File: config.mk
export PLATFORM = sky130hd
export DESIGN_NAME = lph_ram
export DESIGN_NICKNAME = d
export VERILOG_FILES = /design/src/rtl/lph_ram.sv
export SDC_FILE = /design/constraint.sdc
export NUM_CORES = 1
export LEC_CHECK = 0
export BUFFER_PORTS_ARGS = -buffer_cell sky130_fd_sc_hd__buf_4
export CORE_ASPECT_RATIO = 1.1
export CORE_MARGIN = 4
export CORE_UTILIZATION = 60
export DETAILED_ROUTE_END_ITERATION = 16
export PLACE_DENSITY = 0.89
export SYNTH_ARGS = -nofsm -noshare
export SYNTH_HDL_FRONTEND = slang
export SYNTH_SLANG_ARGS = --single-unit
File: constraint.sdc
create_clock -name clk -period 2.8 [get_ports clk]
set_input_delay 0.56 -clock clk [delete_from_list [all_inputs] [get_ports clk]]
set_output_delay 0.56 -clock clk [all_outputs]
set_load 0.02 [all_outputs]
File: src/rtl/lph_ram.sv
module lph_ram #(
  parameter int WIDTH = 8,
  parameter int DEPTH = 16
) (
  input  logic                     clk,
  input  logic                     we,
  input  logic [$clog2(DEPTH)-1:0] addr,
  input  logic [WIDTH-1:0]         wdata,
  output logic [WIDTH-1:0]         rdata
);

  logic [WIDTH-1:0] mem [DEPTH];

  always_ff @(posedge clk) begin
    if (we) begin
      mem[addr] <= wdata;
    end
    rdata <= mem[addr];
  end

endmodule

Word level (Yosys, flattened, before mapping)
Memory sizes are Yosys's and may differ from the RTL's. A register that Yosys moved wholly into a read port is not among the register bits.
Index checks and enable logic that the tools add are counted.
Word-level totals
  bits in registers: 0
  bits in latches: 0
  memory bits (writable): 128
  memory bits (read-only): 0
  input bits: 14
  output and inout bits: 8
  logic and storage cells: 3
  memories: 1
Memory list
  mem: words 16, width 8, read ports 1, clocked after Yosys merged registers in 1, write ports 1, RTL line 12  | logic [WIDTH-1:0] mem [DEPTH];
Operators by class
  add/subtract/negate cells: 0
  multipliers: 0
  divide/modulo/power cells: 0
  $lt $le $gt $ge: 0
  eq/ne operators: 0
  shift operators: 0
  mux-type cells: 2
  bitwise gates (word level): 0
  reduce and logical (&&, ||, !) cells: 0
Operators with widths (count)
  1-bit 2-to-1 mux: 2

Longest topological paths before layout
  depth after elaboration: 2
  mapped depth: 5
  mapped depth without buffers: 3

Worst setup path before layout
OpenSTA, ideal clock, no wires.
  path kind: input to register
  start point: input port addr[2]
  end point: memory mem[0][0] (enable)
  arrival: 1.670 ns
  data required time: 2.417 ns
  path slack: 0.747 ns
  cell stages on the path: 2
  cells stage by stage: or3b_2 nor3_1
RTL lines
  start: declaration: RTL line 7  | input logic [$clog2(DEPTH)-1:0] addr,
  end: declaration: RTL line 12
Straight into the memory's write port.

Worst setup path after layout
  start point: input port addr[0]
  end point: memory mem[1][5] (enable)
Straight into the memory's write port.

==> results.sh <==
export IMPL_grt_overflow_total=0
export IMPL_antenna_found_initial=0
export IMPL_r2r_worst_path_cells=3
export IMPL_grt_pass1_vias=2493
export IMPL_top_level_ports=22
export IMPL_nFillCells=446
export IMPL_hpwl_um=5790
export IMPL_post_synth_fa_ha_maj_area_fraction=0
export IMPL_grt_max_degree=40
export IMPL_hold_depth=1
export IMPL_fmax_ghz=0.518
export IMPL_rsz0062_at_grt="false"
export IMPL_period_minus_slack_ns=1.93
export IMPL_antenna_cells=0
export IMPL_num_vias=2514
export IMPL_yosysSeqAreaShare=0.790
export IMPL_synth_cell_type_count=18
export IMPL_drive_gt1_frac=0.343
export IMPL_die_h_um=104
export IMPL_cts_resized=0
export IMPL_cts_sinks=136
export IMPL_synth_area_leaders="edfxtp_1 76%, mux4_2 14%, dfxtp_1 3.2%"
export IMPL_dr_wl_met3_um=854
export IMPL_synth_seq_cells=136
export IMPL_synth_top_area_cell="edfxtp_1"
export IMPL_p_leak_nw=1.98
export IMPL_ir_worst_vdd_mv=0.555
export IMPL_final_hold_violation_count=0
export IMPL_power_mw=4.51
export IMPL_max_stage_delay_ns=0.70
export IMPL_synth_compound_gate_area_share=0.0237
export IMPL_r2r_slack_ns=1.40
export IMPL_placed_cells=362
export IMPL_clkTransAtPathRegs_ns=0.06
export IMPL_post_cts_buffers=0
export IMPL_syn_area_um2=5070
export IMPL_wirelength_um=10200
export IMPL_cts_inserted_buffers=17
export IMPL_cts_htree_levels=4
export IMPL_routedWlPerCell_um=25.9
export IMPL_die_w_um=95.6
export IMPL_synth_warnings=0
export IMPL_startpoint_type="input port"
export IMPL_syn_nets=244
export IMPL_hold_start="wdata[3]"
export IMPL_min_to="mem[11][3]$_DFFE_PP_"
export IMPL_highest_layer="met4"
export IMPL_post_route_period_util=0.690
export IMPL_cts_hold_fix_buffers=0
export IMPL_clock_latency_ns=0.51
export IMPL_fin_nets=287
export IMPL_grt_first_pass_wirelength_um=15500
export IMPL_arrival_ns=2.07
export IMPL_crit_chain="buf_4 -> nand2b_1 -> nor2_1"
export IMPL_synthMuxAreaShare=0.142
export IMPL_viasPerCell=6.38
export IMPL_cts_buffer_depth=2
export IMPL_initial_utilization=0.627
export IMPL_grt_usage=0.227
export IMPL_fin_tns_setup_ns=0
export IMPL_drt_iter0_drc=331
export IMPL_cap_violations=0
export IMPL_slew_headroom=0.303
export IMPL_ant_nets=0
export IMPL_worstMarginPinSlew_ns=1.04
export IMPL_slowest_stage="nor2_1"
export IMPL_core_area_um2=8080
export IMPL_r2r_start="mem[6][2]$_DFFE_PP_"
export IMPL_crit_type="input port to register"
export IMPL_critPathMaxFanout=39
export IMPL_fin_cells=394
export IMPL_areaGrowthSynthToFinish_pct=17.4
export IMPL_synth_top_family_by_area="multiplexers"
export IMPL_portBuffers=21
export IMPL_slew_violations=0
export IMPL_row_count=34
export IMPL_finClkSkew_ns=0.00460
export IMPL_r2r_end="rdata[2]$_DFF_P_"
export IMPL_die_area_um2=9980
export IMPL_routabilityCongestion=0.803
export IMPL_synthXorXnorAreaFrac=0
export IMPL_critPathRequiredTime_ns=2.94
export IMPL_hold_class="input port to register"
export IMPL_setup_viol_count_final=0
export IMPL_status="finished clean"
export IMPL_powerDensity_nw_per_um2=758
export IMPL_syn_inst=230
export IMPL_drc_errors=0
export IMPL_route_met2_wl_um=5040
export IMPL_clockRootBuffer="clkbuf_8"
export IMPL_wl_met1_um=4000
export IMPL_synth_top_area_share=0.759
export IMPL_firstDrtPassIters=5
export IMPL_worst_setup_path_end_kind="register"
export IMPL_cts_tree="yes"
export IMPL_avgSynthCellArea_um2=22.0
export IMPL_synth_simple_area_share=0.0321
==> cells by family after synthesis <==
| logic type | Yosys count |
|---|---|
| muxes | 32 |
| DFF | 136 |
| and+or+nand+nor | 35 |
| AOI/OAI and AO/OA | 16 |
| buffers and inverters | 11 |
==> state kept, by name, summed over array words and instances (netlist names) <==
signal and cells:
mem 128, rdata 8
==> cell type report <==
cell class / instances / area (um2) / area share
repair buffers: 35 / 263 / 0.0442
clock buffers: 24 / 500 / 0.0841
flip-flops and latches: 136 / 4000 / 0.673
well taps: 108 / 135 / 0.0227
multi-input cells: 83 / 1000 / 0.169
clock inverters: 8 / 43.8 / 0.00736
==> critical path: cells and delay by family <==
kind	cells	cell delay (ns)
buffers and inverters	1	0.53
and+or+nand+nor	2	0.96
==> Yosys cell counts (all sizes together) <==
library cell	count
a22oi	16
and2	1
buf	8
clkbuf	3
dfxtp	8
edfxtp	128
mux4	32
nand2	9
nand2b	2
nand3	1
nand3b	2
nor2	13
nor2b	2
nor3	4
or3b	1
==> per-layer routing <==
metal | vias up | GRT usage
met5 | - | 0
met4 | 0 | 0.0843
met3 | 24 | 0.0716
met2 | 149 | 0.334
met1 | 1295 | 0.320
li1 | 1046 | -
==> placed cells by master (no fill, tap or decap) <==
| master | instances |
|---|---|
| nand3b_1 | 2 |
| nor2_1 | 13 |
| clkbuf_16 | 16 |
| nor3_1 | 4 |
| nand3_1 | 1 |
| nand2_1 | 9 |
| or3b_2 | 1 |
| clkbuf_8 | 7 |
| nor2b_1 | 2 |
| clkinv_2 | 5 |
| and2_1 | 1 |
| dfxtp_1 | 8 |
| mux4_2 | 32 |
| clkbuf_1 | 1 |
| clkinvlp_4 | 2 |
| clkinv_1 | 1 |
| nand2b_1 | 2 |
| buf_4 | 35 |
| edfxtp_1 | 128 |
| a22oi_1 | 16 |
==> worst max path at each step <==
stage	start	end	slack, ns	cells after the start
global route	addr[0]	mem[1][5]$_DFFE_PP_	0.77	3
floorplan	addr[2]	mem[0][0]$_DFFE_PP_	0.75	2
CTS	addr[0]	mem[1][7]$_DFFE_PP_	0.86	3
detailed placement	addr[0]	mem[1][0]$_DFFE_PP_	0.37	3
global placement	addr[0]	mem[1][0]$_DFFE_PP_	0.46	3
finish	addr[0]	mem[1][5]$_DFFE_PP_	0.87	3
==> report_power, final <==
part	leakage [nW]	internal (mW)	total, mW	switching, mW
registers	1.22	2.28	2.29	0.0143
logic	0.485	0.0982	0.239	0.141
clock network	0.270	1.22	1.98	0.764
total	1.98	3.59	4.51	0.919
==> through the flow <==
stage	util	setup WS (ns)	hold WS, ns	instance area (um2)
after floorplan	-	0.747	0.635	5070
after global placement	0.669	0.458	0.666	5410
after detailed placement	0.669	0.368	0.676	5410
after CTS	0.736	0.863	0.360	5950
after global routing	0.736	0.771	0.371	5950
final	0.736	0.868	0.374	5950
Power figures use the tool's default switching activity.
