File: src/rtl/lph_pkg.sv
package lph_pkg;

  localparam int SLOT_COUNT_DEF = 65536;
  localparam int KEY_W          = 32;
  localparam int VAL_W          = 32;
  localparam int TSIZE_W        = 17;
  localparam int STATUS_W       = 3;
  localparam int SIDX_W         = 16;
  localparam int DCNT_W         = 32;
  localparam int ENTRY_W        = 1 + KEY_W + VAL_W;
  localparam logic [TSIZE_W-1:0] TSIZE_RESET = TSIZE_W'(65536);

  typedef enum logic [STATUS_W-1:0] {
    ST_INSERTED  = 3'd0,
    ST_DUPLICATE = 3'd1,
    ST_FULL      = 3'd2,
    ST_FOUND     = 3'd3,
    ST_NOT_FOUND = 3'd4,
    ST_NEGATIVE  = 3'd5
  } status_t;

  typedef enum logic [1:0] {
    S_CLEAR,
    S_IDLE,
    S_DIV,
    S_CHECK
  } state_t;

  localparam logic KIND_INSERT = 1'b0;

endpackage

File: src/rtl/lph_rem.sv
module lph_rem
  import lph_pkg::*;
#(
  parameter int SLOT_COUNT = SLOT_COUNT_DEF
) (
  input  logic                            clk,
  input  logic                            rst,
  input  logic                            load,
  input  logic [KEY_W-2:0]                dividend,
  input  logic [$clog2(SLOT_COUNT+1)-1:0] divisor,
  output logic                            done,
  output logic [$clog2(SLOT_COUNT)-1:0]   remainder
);

  localparam int SZ_W  = $clog2(SLOT_COUNT + 1);
  localparam int IDX_W = $clog2(SLOT_COUNT);
  localparam int DVD_W = KEY_W - 1;
  localparam int CNT_W = $clog2(DVD_W);
  localparam logic [CNT_W-1:0] LAST_STEP = CNT_W'(DVD_W - 1);

  logic             active;
  logic [CNT_W-1:0] step;
  logic [DVD_W-1:0] dvd;
  logic [SZ_W-1:0]  dvs;
  logic [SZ_W-1:0]  rem;
  logic [SZ_W:0]    trial;
  logic             ge;
  logic [SZ_W-1:0]  rem_next;

  // One restoring step: shift in the next dividend bit, subtract if it fits.
  assign trial    = {rem, dvd[DVD_W-1]};
  assign ge       = trial >= {1'b0, dvs};
  assign rem_next = ge ? SZ_W'(trial - {1'b0, dvs}) : trial[SZ_W-1:0];

  always_ff @(posedge clk) begin
    if (rst) begin
      active <= 1'b0;
      done   <= 1'b0;
      step   <= '0;
    end else begin
      done <= 1'b0;
      if (load) begin
        active <= 1'b1;
        step   <= '0;
      end else if (active) begin
        step <= step + 1'b1;
        if (step == LAST_STEP) begin
          active <= 1'b0;
          done   <= 1'b1;
        end
      end
    end
  end

  always_ff @(posedge clk) begin
    if (load) begin
      dvd <= dividend;
      dvs <= divisor;
      rem <= '0;
    end else if (active) begin
      dvd <= {dvd[DVD_W-2:0], 1'b0};
      rem <= rem_next;
    end
  end

  // Remainder is below the divisor, which never exceeds the slot count.
  assign remainder = rem[IDX_W-1:0];

endmodule

File: config.mk
export PLATFORM = sky130hd
export DESIGN_NAME = lph_rem
export DESIGN_NICKNAME = d
export VERILOG_FILES = /design/src/rtl/lph_pkg.sv /design/src/rtl/lph_rem.sv
export SDC_FILE = /design/constraint.sdc
export NUM_CORES = 1
export LEC_CHECK = 0
export BUFFER_PORTS_ARGS = -buffer_cell sky130_fd_sc_hd__clkbuf_2
export CAP_MARGIN = 20
export CORE_UTILIZATION = 50
export DETAILED_ROUTE_END_ITERATION = 8
export PLACE_DENSITY = 0.75
export SYNTH_ARGS = -nofsm -noshare
export SYNTH_HDL_FRONTEND = slang
export SYNTH_SLANG_ARGS = --single-unit
File: constraint.sdc
create_clock -name clk -period 3.85 [get_ports clk]
set_input_delay 0.5775 -clock clk [delete_from_list [all_inputs] [get_ports clk]]
set_output_delay 0.5775 -clock clk [all_outputs]
set_load 0.02 [all_outputs]
# Yosys cells after proc, flatten, opt, wreduce, memory -nomap -nowiden
# Index checks and enable logic that the tools add are counted.
word_totals:
  out_inout_bits: 17
  inputBits: 51
  wordCells: 21
  ff_bits: 72
op_classes:
  add_sub_neg: 2
  n_bitwise: 1
  reduce_logical: 3
  n_mux: 7
  eq_ne: 1
  magnitude_cmp: 1
ops:
  columns: ["operator", "count"]
  rows:
  - ["31-bit two-way mux", 2]
  - ["18-bit by 17-bit >= comparator with 1-bit output", 1]
  - ["17-bit two-way mux", 1]
  - ["17-bit subtractor", 1]
  - ["5-bit by 1-bit adder with 5-bit output (second input constant)", 1]
  - ["5-bit == test (second input constant)", 1]
  - ["1-bit two-way mux", 4]
  - ["3-bit OR reduction", 1]
  - ["2-bit nonzero test", 1]
  - ["2-bit OR reduction", 1]
  - ["1-bit inverter", 1]

# Longest topological paths before layout
# Gate-level depths: netlist of the first run.
logic_depth:
  depth_word: 4
  depth_mapped: 12
  depth_no_buf: 10

# Worst setup path before layout of the first run
# OpenSTA, ideal clock, no wires.
synth_timing:
  path_type: "register to register"
  from: "register dvd[30]"
  to: "register rem[7]"
  setup_time_ps: 88
  period_less_slack_ps: 2520
  arrival_ps: 2431
  required_ps: 3762
  stages_incl_launch_ff: 13
  path_slack_ps: 1330
  n_path_buf: 2
  cell_sequence: "edfxtp_1 -> inv_1 -> ha_1 -> inv_1 -> fa_1 -> a21o_1 -> a221o_2 -> a31oi_4 -> or3_1 -> buf_6 -> buf_8 -> nand3_1 -> a311oi_2"
synth_between:
  elab_chain_len: 2
  elab_cells_between_ends: 3
  cone_classes: "1 x add/sub; 1 x order compare; 1 x mux"
synth_rtl:
  columns: ["element", "line_no", "source"]
  rows:
  - ["from (decl)", "lph_rem.sv:23", "logic [DVD_W-1:0] dvd;"]
  - ["from (signal assigned)", "lph_rem.sv:57", "dvd <= dividend;"]
  - ["from (signal assigned)", "lph_rem.sv:61", "dvd <= {dvd[DVD_W-2:0], 1'b0};"]
  - ["17-bit subtractor or 18-bit by 17-bit >= comparator with 1-bit output (tied branches)", "lph_rem.sv:33, lph_rem.sv:32", null]
  - ["17-bit two-way mux (*)", "lph_rem.sv:33", "assign rem_next = ge ? SZ_W'(trial - {1'b0, dvs}) : trial[SZ_W-1:0];"]
  - ["to (signal assigned)", "lph_rem.sv:62", "rem <= rem_next;"]
  - ["to (decl)", "lph_rem.sv:25", "logic [SZ_W-1:0] rem;"]
# Every way passes the cells marked *; elsewhere a longest branch is shown, timed or not.
# A chain may end at the register's enable or synchronous reset.

# Worst setup path in the final report of the first run
layout_timing:
  from: "register dvd[30]"
  to: "register rem[6]"
# Same word-level chain as after synthesis.

==> summary.txt, run 1 <==
Finish
  – Most common cell after layout, fill and taps aside: clkbuf_2
  – Area delta synth->final: 12.5%
  – Layout Nets: ~490
  – Most frequent cells in the layout: clkbuf_2, edfxtp_1, nor2_1, mux2_2, dfxtp_1
  – Post-Layout Cell Count: 530
  – Final core utilization: 58.2%
  – N_diodes: 0
  – Layout cell share with drive strength beyond 1: 28.7%

Drt
  – Routed WL: 8.57 mm
  – Drt wl/cell: 16.2 um
  – Routed via count: 3,040
  – # DRC: 0
  – DR pass1 iterations: 5
  – Antenna-violating nets left: 0
  – Vias per cell: 5.74
  – Detailed Route Iter0 Violations: ~310

Yosys
  – Synthesized flop and latch total: just over 70
  – Post-synthesis net count: 447
  – Fraction of registers with async set/reset: 0%
  – Yosys warns: 0
  – Cell variety after synth: 52
  – Post-Syn Area: approximately 4000 sq um
  – Syn Inst Count: 376
  – Register area share after synthesis: 47.9%
  – Avg Inst Size Synth: about 11 sq um
  – Top FF cell, synth: edfxtp_1
  – EDFF count, synth: 48

Clocking
  – Clock Sinks: 72
  – CTS tree: built
  – Resized cells post-CTS: 0
  – CTS root buf: clkbuf_8
  – Post-CTS Repair Setup Buffers: 0
  – H-tree depth: 3
  – Max Root-Sink Buffers: 2
  – CTS clk-pin slew, worst paths: 0.08 ns
  – CTS buffer count: 9
  – Worst skew pair latency: 0.35 ns
  – Post-CTS Hold Buffers: 0

Placement
  – Number of buffers added on ports: between 60 and 70
  – Cells after DPL: ~500
  – Final Wtd Congestion: 0.850
  – Dpl hpwl: approximately 6 mm

STA
  – Slew headroom: 41.3%
  – Clock skew: 0.00705 ns
  – Tmin final: 3.05 ns
  – Final Hold Vio Count: 0
  – Final setup fails: 0
  – Slew @ Worst Pin: a little under 0.9 ns
  – Final Cycle Share: 79.2%
  – Peak Freq: between 0.3 and 0.4 GHz
  – Pins Over Slew Limit: 0
  – RSZ-0062 raised after global routing: false
  – Fin Setup TNS: 0 ns

GRT
  – Total GRT Usage: 21.5%
  – Initial antenna violation count: 0
  – Via count of the first global-routing pass: between 2k and 3k
  – Grt ovf: 0
  – First-pass GRT wire length: 14.1 mm
  – Largest net degree at the start of global routing: 42

Floorplan
  – Num rows: 32
  – Die width: 91.6 um
  – Die Height: a little over 90 um
  – # IOs: 68
  – Die area: 8400 sq um
  – Core ar.: around 7800 sq um
  – Initial Utilization: 51.7%

Pwr
  – Tot Pwr: 2.06 mW
  – Sw Pwr: 0.604 mW
  – Seq pwr share: 45.7%
  – Clock power share: 32.1%
  – Int Pwr: about 1.5 mW
  – Cell Pwr Density: around 460 nW/um^2
  – LEAKAGE: between 1.5 and 2 nW
  – Logic pwr share: 22.2%
  – Worst vdd ir: 0.266 mV
  – Sw frac: ~29%

Setup path
  – Critical Path Source Type: flop
  – CP startpoint: dvd[30]
  – Most repeated library cell on the critical path: inv_1
  – CP Max Fanout: 14
  – CP endpoint kind: flop
  – CP cell instances: inv_1 -> ha_1 -> inv_1 -> fa_1 -> a21o_1 -> a221o_2 -> a31oi_4 -> or3_1 -> a211oi_1 -> a2111oi_2
  – Reg2reg start: dvd[30]
  – Max incr delay on CP: 0.47 ns
  – CP delay by family, top: compound AO/OA/AOI/OAI gates
  – Worst path slowest cell: or3_1
  – Setup CP Type: flop to flop
  – Critical Path AT: 3.29 ns
  – Critical Path RT: 4.09 ns
  – Worst path buffer plus inverter count: 2

Run
  – Max_cap viols: 0

Status
  – Status: complete, no violations

Min path
  – HP Start: rst
  – Type of the worst min-delay path: input pin to flop
-- flip-flops by register name, summed over array words and instances (netlist names) --
| name | flops |
|---|---|
| step | 5 |
| dvs | 17 |
| dvd | 31 |
| rem | 17 |
| active | 1 |
| done | 1 |
-- metrics by stage --
stage	instance area (sq um)	hold slack, ns	setup WS [ns]
after floorplan	4020	0.465	1.33
after global placement	4300	0.493	0.983
after detailed placement	4300	0.489	0.875
after CTS	4520	0.377	0.820
after global routing	4520	0.388	0.619
final	4520	0.389	0.800
-- area by class of cell --
cell class                 count  area [sq um]
clock buffer                   9           124
clock inverter                 7          95.1
fill                         680          3250
inverter                      21          78.8
multi-input combinational    247          1800
sequential                    72          1920
tap                          102           128
timing repair buffer          72           373
-- metal layers --
layer / wire (um) / vias up / global-route usage (%) / part of all wire, %
met1: 3610 / 1418 / 26.8 / 42
met4: 171 / 0 / 7.80 / 2.0
met5: 0 / - / 0 / 0
met3: 694 / 21 / 6.38 / 8.1
met2: 4090 / 113 / 35.2 / 48
li1: - / 1488 / - / -
-- synthesized netlist by cell type (3+ instances only) --
cell,number,area (sq um)
buf_4,16,120
ha_1,19,238
a211o_1,3,26.3
nand4_1,6,37.5
edfxtp_1,48,1440
or3_1,3,18.8
inv_1,21,78.8
nor2_1,31,116
xor2_1,6,52.6
a21o_1,5,37.5
dfxtp_1,24,480
nor3_1,4,20.0
clkbuf_1,14,52.6
buf_2,4,20.0
nand2b_1,4,25.0
a31oi_1,8,50.1
xnor2_1,7,61.3
mux2_2,30,338
nand2_1,15,56.3
o21ai_1,3,15.0
nand3_1,15,75.1
a311oi_1,8,70.1
o21ai_0,16,80.1
o41ai_1,4,35.0
and3_1,6,37.5
o211ai_1,5,37.5
a21oi_1,19,95.1
-- worst reg2reg max path, cell delays in order, from the launching register on --
cell       delay (ns)
edfxtp_1         0.36
inv_1            0.09
ha_1             0.18
inv_1            0.06
fa_1             0.41
a21o_1           0.22
a221o_2          0.42
a31oi_4          0.26
or3_1            0.47
a211oi_1         0.18
a2111oi_2        0.32
-- worst paths after layout --
kind / endpoint / slack (ns) / depth (start not counted)
worst max-delay path: rem[6] / 0.80 / 10
worst min-delay path: active / 0.39 / 2
worst max register to register: rem[6] / 0.80 / 10
worst min register to register: done / 0.50 / 2
-- cell families (layout without fill, tap and decap cells) --
group,after synthesis,in the layout,synth area share [%]
and+or+nand+nor,94,94,11.3
xor gates and xnor gates,13,13,2.83
adders and majority gates,20,20,6.42
AOI/OAI and AO/OA,90,90,15.7
buffers and inverters,57,109,7.41
DFF,72,72,47.9
muxes,30,30,8.41
-- power by group through the flow --
stage	Combinational (mW)	Clock, mW	Sequential, mW
3_3_place_gp	0.441	0	0.956
2_1_floorplan	0.358	0	0.944
3_5_place_dp	0.449	0	0.958
6_report	0.458	0.662	0.942
5_1_grt	0.504	0.699	0.948
4_1_cts	0.454	0.677	0.942
No activity file was read; power rests on OpenSTA's default activity.
==> inputs of run 2 (changes only) <==
==> constraint.sdc (replaced) <==
create_clock -name clk -period 3.05 [get_ports clk]
set_input_delay 0.4575 -clock clk [delete_from_list [all_inputs] [get_ports clk]]
set_output_delay 0.4575 -clock clk [all_outputs]
set_load 0.02 [all_outputs]
==> summary.txt, run 2 (synthesis gave the netlist of run 1 again) <==
Status
  – Status: complete, no violations

Run
  – Max_cap viols: 0 (unchanged)

Finish
  – Largest Register: dvd
  – Most frequent cells in the layout: clkbuf_2, edfxtp_1, nor2_1, mux2_2, dfxtp_1
  – Layout Nets: 497 (+0.61%)
  – Area of the multi-input gates: 1800 sq um (+0.28%)
  – Register area: 1920 sq um (unchanged)
  – Max reg flops: 31 (unchanged)
  – Largest registers: dvd (31), dvs (17), rem (17)
  – Layout cell share with drive strength beyond 1: 29.5% (+0.73 points)
  – Post-Layout Cell Count: 533 (+0.57%)
  – Most common cell after layout, fill and taps aside: clkbuf_2
  – N_diodes: 0 (unchanged)
  – Final instance area: 4520 sq um (about the same)
  – Area delta synth->final: 12.6% (about the same)
  – Final core utilization: 58.2% (about the same)
  – Filler cells: 698 (+2.6%)

Pwr
  – Sw Pwr: 0.771 mW (+28%)
  – Tot Pwr: 2.53 mW (+23%)
  – Worst vdd ir: 0.323 mV (+21%)
  – Clock power share: 30.0% (-2.1 points)
  – Cell Pwr Density: 560 nW/um^2 (+23%)
  – LEAKAGE: 1.88 nW (-0.23%)
  – Sw frac: 30.5% (+1.2 points)
  – Logic pwr share: 23.1% (+0.9 points)
  – Int Pwr: 1.76 mW (+21%)
  – Seq pwr share: 46.9% (+1.2 points)

Setup path
  – Critical Path RT: 3.30 ns (-0.79 ns)
  – Worst path slowest cell: fa_1
  – Critical Path AT: 3.00 ns (-0.29 ns)
  – Reg2reg start: dvd[30]
  – Depth of the most critical reg-to-reg path: 11 (+1)
  – Most repeated library cell on the critical path: inv_1
  – CP cell instances: inv_1 -> ha_1 -> inv_1 -> fa_1 -> a21o_1 -> a221o_2 -> a31oi_4 -> or3_1 -> buf_4 -> a211oi_1 -> a2111oi_2
  – R2r endpoint: rem[6]
  – Critical Path Source Type: flop
  – CP Max Fanout: 7 (-7)
  – Setup CP Type: flop to flop
  – R2R setup slack: 0.30 ns (-0.50 ns)
  – Max incr delay on CP: 0.40 ns (-0.07 ns)
  – CP endpoint kind: flop

Clocking
  – CTS tree: built
  – CTS buffer count: 9 (unchanged)
  – Max Root-Sink Buffers: 2 (unchanged)
  – Clock Sinks: 72 (unchanged)
  – CTS root buf: clkbuf_8
  – H-tree depth: 3 (unchanged)
  – Worst skew pair latency: 0.36 ns (about the same)
  – CTS clk-pin slew, worst paths: 0.08 ns (about the same)
  – Post-CTS Hold Buffers: 0 (unchanged)

Floorplan
  – Die width: 91.6 um (unchanged)
  – Num rows: 32 (unchanged)
  – # IOs: 68 (unchanged)
  – Initial Utilization: 51.7% (unchanged)
  – Core ar.: 7770 sq um (unchanged)
  – Die area: 8400 sq um (unchanged)
  – Die Height: 91.6 um (unchanged)

STA
  – Final setup fails: 0 (unchanged)
  – Worst Setup Slack, final: 0.297 ns (-0.503 ns)
  – Slew @ Worst Pin: 0.574 ns (-0.301 ns)
  – Fin Setup TNS: 0 ns (unchanged)
  – Slew headroom: 61.5% (+20 points)
  – Final Cycle Share: 90.3% (+11 points)
  – Peak Freq: 0.363 GHz (+11%)
  – RSZ-0062 raised after global routing: false
  – Pins Over Slew Limit: 0 (unchanged)
  – Tmin final: 2.75 ns (-0.297 ns)
  – Final Hold Vio Count: 0 (unchanged)
  – Clock skew: 0.00640 ns (-0.000653 ns)
  – Hold Slack: 0.272 ns (-0.118 ns)

Drt
  – Detailed Route Iter0 Violations: 222 (-28%)
  – Antenna-violating nets left: 0 (unchanged)
  – Vias per cell: 5.75 (+0.29%)
  – Drt wl/cell: 15.8 um (-2.3%)
  – # DRC: 0 (unchanged)
  – DR pass1 iterations: 5 (unchanged)
  – Routed WL: 8.43 mm (-1.7%)
  – Routed via count: 3,066 (+0.86%)

GRT
  – Grt ovf: 0 (unchanged)
  – Largest net degree at the start of global routing: 42 (unchanged)
  – Via count of the first global-routing pass: 2,946 (-1.2%)
  – Total GRT Usage: 21.2% (-0.27 points)
  – First-pass GRT wire length: 13.8 mm (-2.1%)
  – Initial antenna violation count: 0 (unchanged)

Placement
  – Cells after DPL: 517 (+0.58%)
  – Dpl ws: 0.283 ns (-0.592 ns)
  – Placed cell area: 4320 sq um (+0.52%)
  – Final Wtd Congestion: 0.871 (+2.5%)
  – Number of buffers added on ports: 67 (unchanged)
  – Dpl hpwl: 6.09 mm (+1.6%)

Min path
  – Hold worst-path end: dvs[9]
  – WHS Path Cells: 1 (-1)
  – Type of the worst min-delay path: input pin to flop
  – HP Start: divisor[9]
==> run 2: changes by cell type in the layout (fill, tap and decap cells not counted), sizes merged <==
cell	change
buf	+3
clkinvlp	+2
bufinv	-1
clkinv	-1
==> run 2: final cells by class <==
class | instances | area share [%]
sequential | 72 | 42.5
multi-input combinational | 247 | 39.9
timing repair buffer | 75 | 8.75
tap | 102 | 2.82
clock buffer | 9 | 2.74
inverter | 21 | 1.74
clock inverter | 7 | 1.58
==> run 2: what timing repair did <==
| item | 4_1_cts | 5_1_grt |
|---|---|---|
| resized for setup | 0 | 1 |
| setup endpoints to repair | 0 | 4 |
| buffers inserted | 0 | 0 |
==> run 2: routing by layer <==
metal  vias up  GRT usage [%]  wire length, um
met5         -              0                0
met4         0           8.47              223
met3        30           6.38              650
met2       120           34.1             3980
met1      1429           26.6             3570
li1       1487              -                -
==> run 2: how the worst max path moves through the flow <==
stage	from	end	depth (start not counted)
final	dvd[30]	rem[6]	11
after global routing	dvd[30]	rem[1]	11
after CTS	dvd[30]	rem[6]	10
after detailed placement	dvd[30]	rem[6]	10
after global placement	dvd[30]	rem[2]	10
after floorplan	dvd[30]	rem[7]	12
==> run 2: power groups by stage <==
| stage | clock network [mW] | logic [mW] | registers [mW] |
|---|---|---|---|
| detailed placement | 0 | 0.570 | 1.21 |
| global route | 0.813 | 0.640 | 1.20 |
| floorplan | 0 | 0.451 | 1.19 |
| finish | 0.760 | 0.583 | 1.19 |
| global placement | 0 | 0.563 | 1.21 |
| CTS | 0.777 | 0.576 | 1.19 |
==> run 2: worst max-delay path, delay by kind of cell, from the launching register on <==
kind	cells	cell delay, ns
buffers and inverters	3	0.28
adder cells (fa/ha/maj)	2	0.56
flip-flops	1	0.36
AND/OR/NAND/NOR	1	0.16
AO/OA/AOI/OAI	5	1.28
==> inputs of run 3 (changes only) <==
--- a/config.mk
+++ b/config.mk
@@ -5,11 +5,12 @@
 export SDC_FILE = /design/constraint.sdc
 export NUM_CORES = 1
 export LEC_CHECK = 0
+export ABC_AREA = 1
 export BUFFER_PORTS_ARGS = -buffer_cell sky130_fd_sc_hd__clkbuf_2
 export CAP_MARGIN = 20
-export CORE_UTILIZATION = 50
+export CORE_UTILIZATION = 35
 export DETAILED_ROUTE_END_ITERATION = 8
-export PLACE_DENSITY = 0.75
+export PLACE_DENSITY = 0.57
 export SYNTH_ARGS = -nofsm -noshare
 export SYNTH_HDL_FRONTEND = slang
 export SYNTH_SLANG_ARGS = --single-unit
==> summary.txt, run 3 <==
Setup path
  – Critical Path Source Type: flop
  – CP Max Fanout: 19 (+12)
  – CP cell instances: inv_1 -> ha_1 -> inv_1 -> fa_1 -> nand3_1 -> nand3_2 -> nand2_4 -> nand2_8 -> nand2_1 -> nand3_1 -> o21ai_1
  – Critical Path AT: 2.38 ns (-0.62 ns)
  – Max incr delay on CP: 0.43 ns (+0.03 ns)
  – Setup CP Type: flop to flop
  – Critical Path RT: 3.32 ns (+0.02 ns)
  – Worst path slowest cell: fa_1
  – CP endpoint kind: flop

Floorplan
  – Core ar.: 12,000 sq um (+55%)
  – Die width: 113 um (+23%)
  – Die area: 12,800 sq um (+52%)
  – Initial Utilization: 35.9% (-16 points)
  – Die Height: 113 um (+23%)
  – # IOs: 68 (unchanged)
  – Num rows: 40 (+25%)

Pwr
  – Cell Pwr Density: 503 nW/um^2 (-10%)
  – Worst vdd ir: 0.336 mV (+4.2%)
  – Int Pwr: 1.92 mW (+9.2%)
  – Seq pwr share: 45.5% (-1.4 points)
  – LEAKAGE: 2.60 nW (+39%)
  – Tot Pwr: 2.50 mW (-1.0%)
  – Sw Pwr: 0.584 mW (-24%)
  – Sw frac: 23.3% (-7.2 points)
  – Logic pwr share: 10.1% (-13 points)
  – Clock power share: 44.4% (+14 points)

Finish
  – Largest Register: dvd
  – Layout Nets: 683 (+37%)
  – Max reg flops: 31 (unchanged)
  – Most frequent cells in the layout: nand2_1, inv_1, clkbuf_2, edfxtp_1, nand3_1
  – N_diodes: 0 (unchanged)
  – Layout cell share with drive strength beyond 1: 17.4% (-12 points)
  – Filler cells: 1,292 (+85%)
  – Largest registers: dvd (31), dvs (17), rem (17)
  – Area of the multi-input gates: 1890 sq um (+4.7%)
  – Register area: 1920 sq um (unchanged)
  – Area delta synth->final: 15.5%
  – Most common cell after layout, fill and taps aside: nand2_1

Clocking
  – Post-CTS Repair Setup Buffers: 0 (unchanged)
  – Post-CTS Hold Buffers: 0 (unchanged)
  – Resized cells post-CTS: 0 (unchanged)
  – CTS tree: built
  – Clock Sinks: 72 (unchanged)
  – CTS buffer count: 9 (unchanged)
  – H-tree depth: 3 (unchanged)
  – Worst skew pair latency: 0.34 ns (-0.02 ns)
  – Max Root-Sink Buffers: 2 (unchanged)
  – CTS clk-pin slew, worst paths: 0.06 ns (-0.02 ns)
  – CTS root buf: clkbuf_16

Yosys
  – Cell variety after synth: 36 (-31%)
  – Synthesized flop and latch total: 72 (unchanged)
  – Top cells by area, synth: edfxtp_1, nand2_1, dfxtp_1
  – Leading cell types by count after synthesis: nand2_1, inv_1, edfxtp_1
  – Top FF cell, synth: edfxtp_1
  – Cell with the most instances after synthesis: nand2_1
  – Post-Syn Area: 4310 sq um (+7.4%)
  – Fraction of registers with async set/reset: 0% (unchanged)
  – EDFF count, synth: 48 (unchanged)
  – Register area share after synthesis: 44.5% (-3.3 points)
  – Avg Inst Size Synth: 7.72 sq um (-28%)
  – Synth top area share: 33.4% (-2.5 points)
  – Yosys warns: 0 (unchanged)
  – Post-synthesis net count: 630 (+41%)
  – Syn Inst Count: 559 (+49%)
  – Area leader, netlist: edfxtp_1

GRT
  – Largest net degree at the start of global routing: 34 (-19%)
  – Initial antenna violation count: 0 (unchanged)
  – Via count of the first global-routing pass: 3,525 (+20%)
  – First-pass GRT wire length: 16.2 mm (+17%)
  – Grt ovf: 0 (unchanged)
  – Total GRT Usage: 16.1% (-5.0 points)

STA
  – Final Hold Vio Count: 0 (unchanged)
  – Slew headroom: 39.8% (-22 points)
  – Fin Setup TNS: 0 ns (unchanged)
  – Clock skew: 0.00708 ns (+0.000678 ns)
  – RSZ-0062 raised after global routing: false
  – Peak Freq: 0.474 GHz (+30%)
  – Slew @ Worst Pin: 0.902 ns (+0.329 ns)
  – Pins Over Slew Limit: 0 (unchanged)
  – Tmin final: 2.11 ns (-0.643 ns)
  – Final Cycle Share: 69.2% (-21 points)
  – Final setup fails: 0 (unchanged)

Drt
  – DR pass1 iterations: 4 (-1)
  – Routed WL: 9.46 mm (+12%)
  – Drt wl/cell: 12.4 um (-22%)
  – # DRC: 0 (unchanged)
  – Routed via count: 3,573 (+17%)
  – Antenna-violating nets left: 0 (unchanged)
  – Detailed Route Iter0 Violations: 183 (-18%)
  – Vias per cell: 4.68 (-19%)

Placement
  – Dpl hpwl: 6.86 mm (+13%)
  – Final Wtd Congestion: 0.892 (+2.4%)
  – Number of buffers added on ports: 67 (unchanged)

Status
  – Status: complete, no violations

Run
  – Max_cap viols: 0 (unchanged)

Min path
  – Type of the worst min-delay path: input pin to flop
## run 3: changes by cell type after synthesis, sizes merged, moves of 6 or more
cell    delta
xor2       -6
mux2      -30
and3       -6
inv       +61
nand2    +217
nand3b     +7
a311oi     -9
o21ai     -13
a31oi      -8
a21oi      -6
nor2       -9
nand3     +33
## run 3: per-layer routing
metal | vias up | part of all wire (%) | GRT usage [%]
li1 | 1854 | - | -
met1 | 1629 | 46 | 19.5
met2 | 76 | 46 | 27.0
met3 | 14 | 5.9 | 4.77
met4 | 0 | 1.8 | 6.40
met5 | - | 0 | 0
## run 3: power by group through the flow
stage	clock network [mW]	registers [mW]	logic, mW
floorplan	0	1.15	0.173
global placement	0	1.16	0.254
detailed placement	0	1.16	0.255
CTS	1.15	1.14	0.256
global route	1.18	1.15	0.291
finish	1.11	1.14	0.252
## run 3: metrics by stage
stage	hold slack (ns)	utilization [%]	area, sq um	std cells	worst slack [ns]
6_report	0.288	41.5	4980	763	0.940
5_1_grt	0.283	41.5	4980	763	0.763
4_1_cts	0.272	41.5	4980	763	0.944
3_5_place_dp	0.462	38.9	4670	748	0.964
3_3_place_gp	0.458	38.9	4670	748	1.04
2_1_floorplan	0.440	-	4310	559	1.17
## run 3: critical path: cells and delay by family, from the launching register on
family,cells,cell delay [ns]
flip-flops,1,0.36
adder cells (fa/ha/maj),2,0.58
buffers and inverters,2,0.16
AO/OA/AOI/OAI,1,0.08
AND/OR/NAND/NOR,6,0.85
## run 3: logic make-up after synthesis
| family | share of synthesized area (%) |
|---|---|
| adders and majority gates | 5.97 |
| xor gates and xnor gates | 1.42 |
| DFF | 44.5 |
| and+or+nand+nor | 33.5 |
| buffers and inverters | 11.7 |
| AOI/OAI and AO/OA | 2.87 |
## run 3: final timing paths
kind	from	endpoint	slack (ns)	cells past startpoint
min reg2reg	rem[16]	rem[16]	0.47	2
max	dvd[30]	rem[4]	0.94	11
min	divisor[0]	dvs[0]	0.29	1
max reg2reg	dvd[30]	rem[4]	0.94	11
## run 3: area by class of cell
class	count	area share (%)
inverter	82	6.18
multi-input combinational	375	37.9
sequential	72	38.6
clock buffer	9	4.52
clock inverter	6	1.71
tap	147	3.69
timing repair buffer	72	7.48
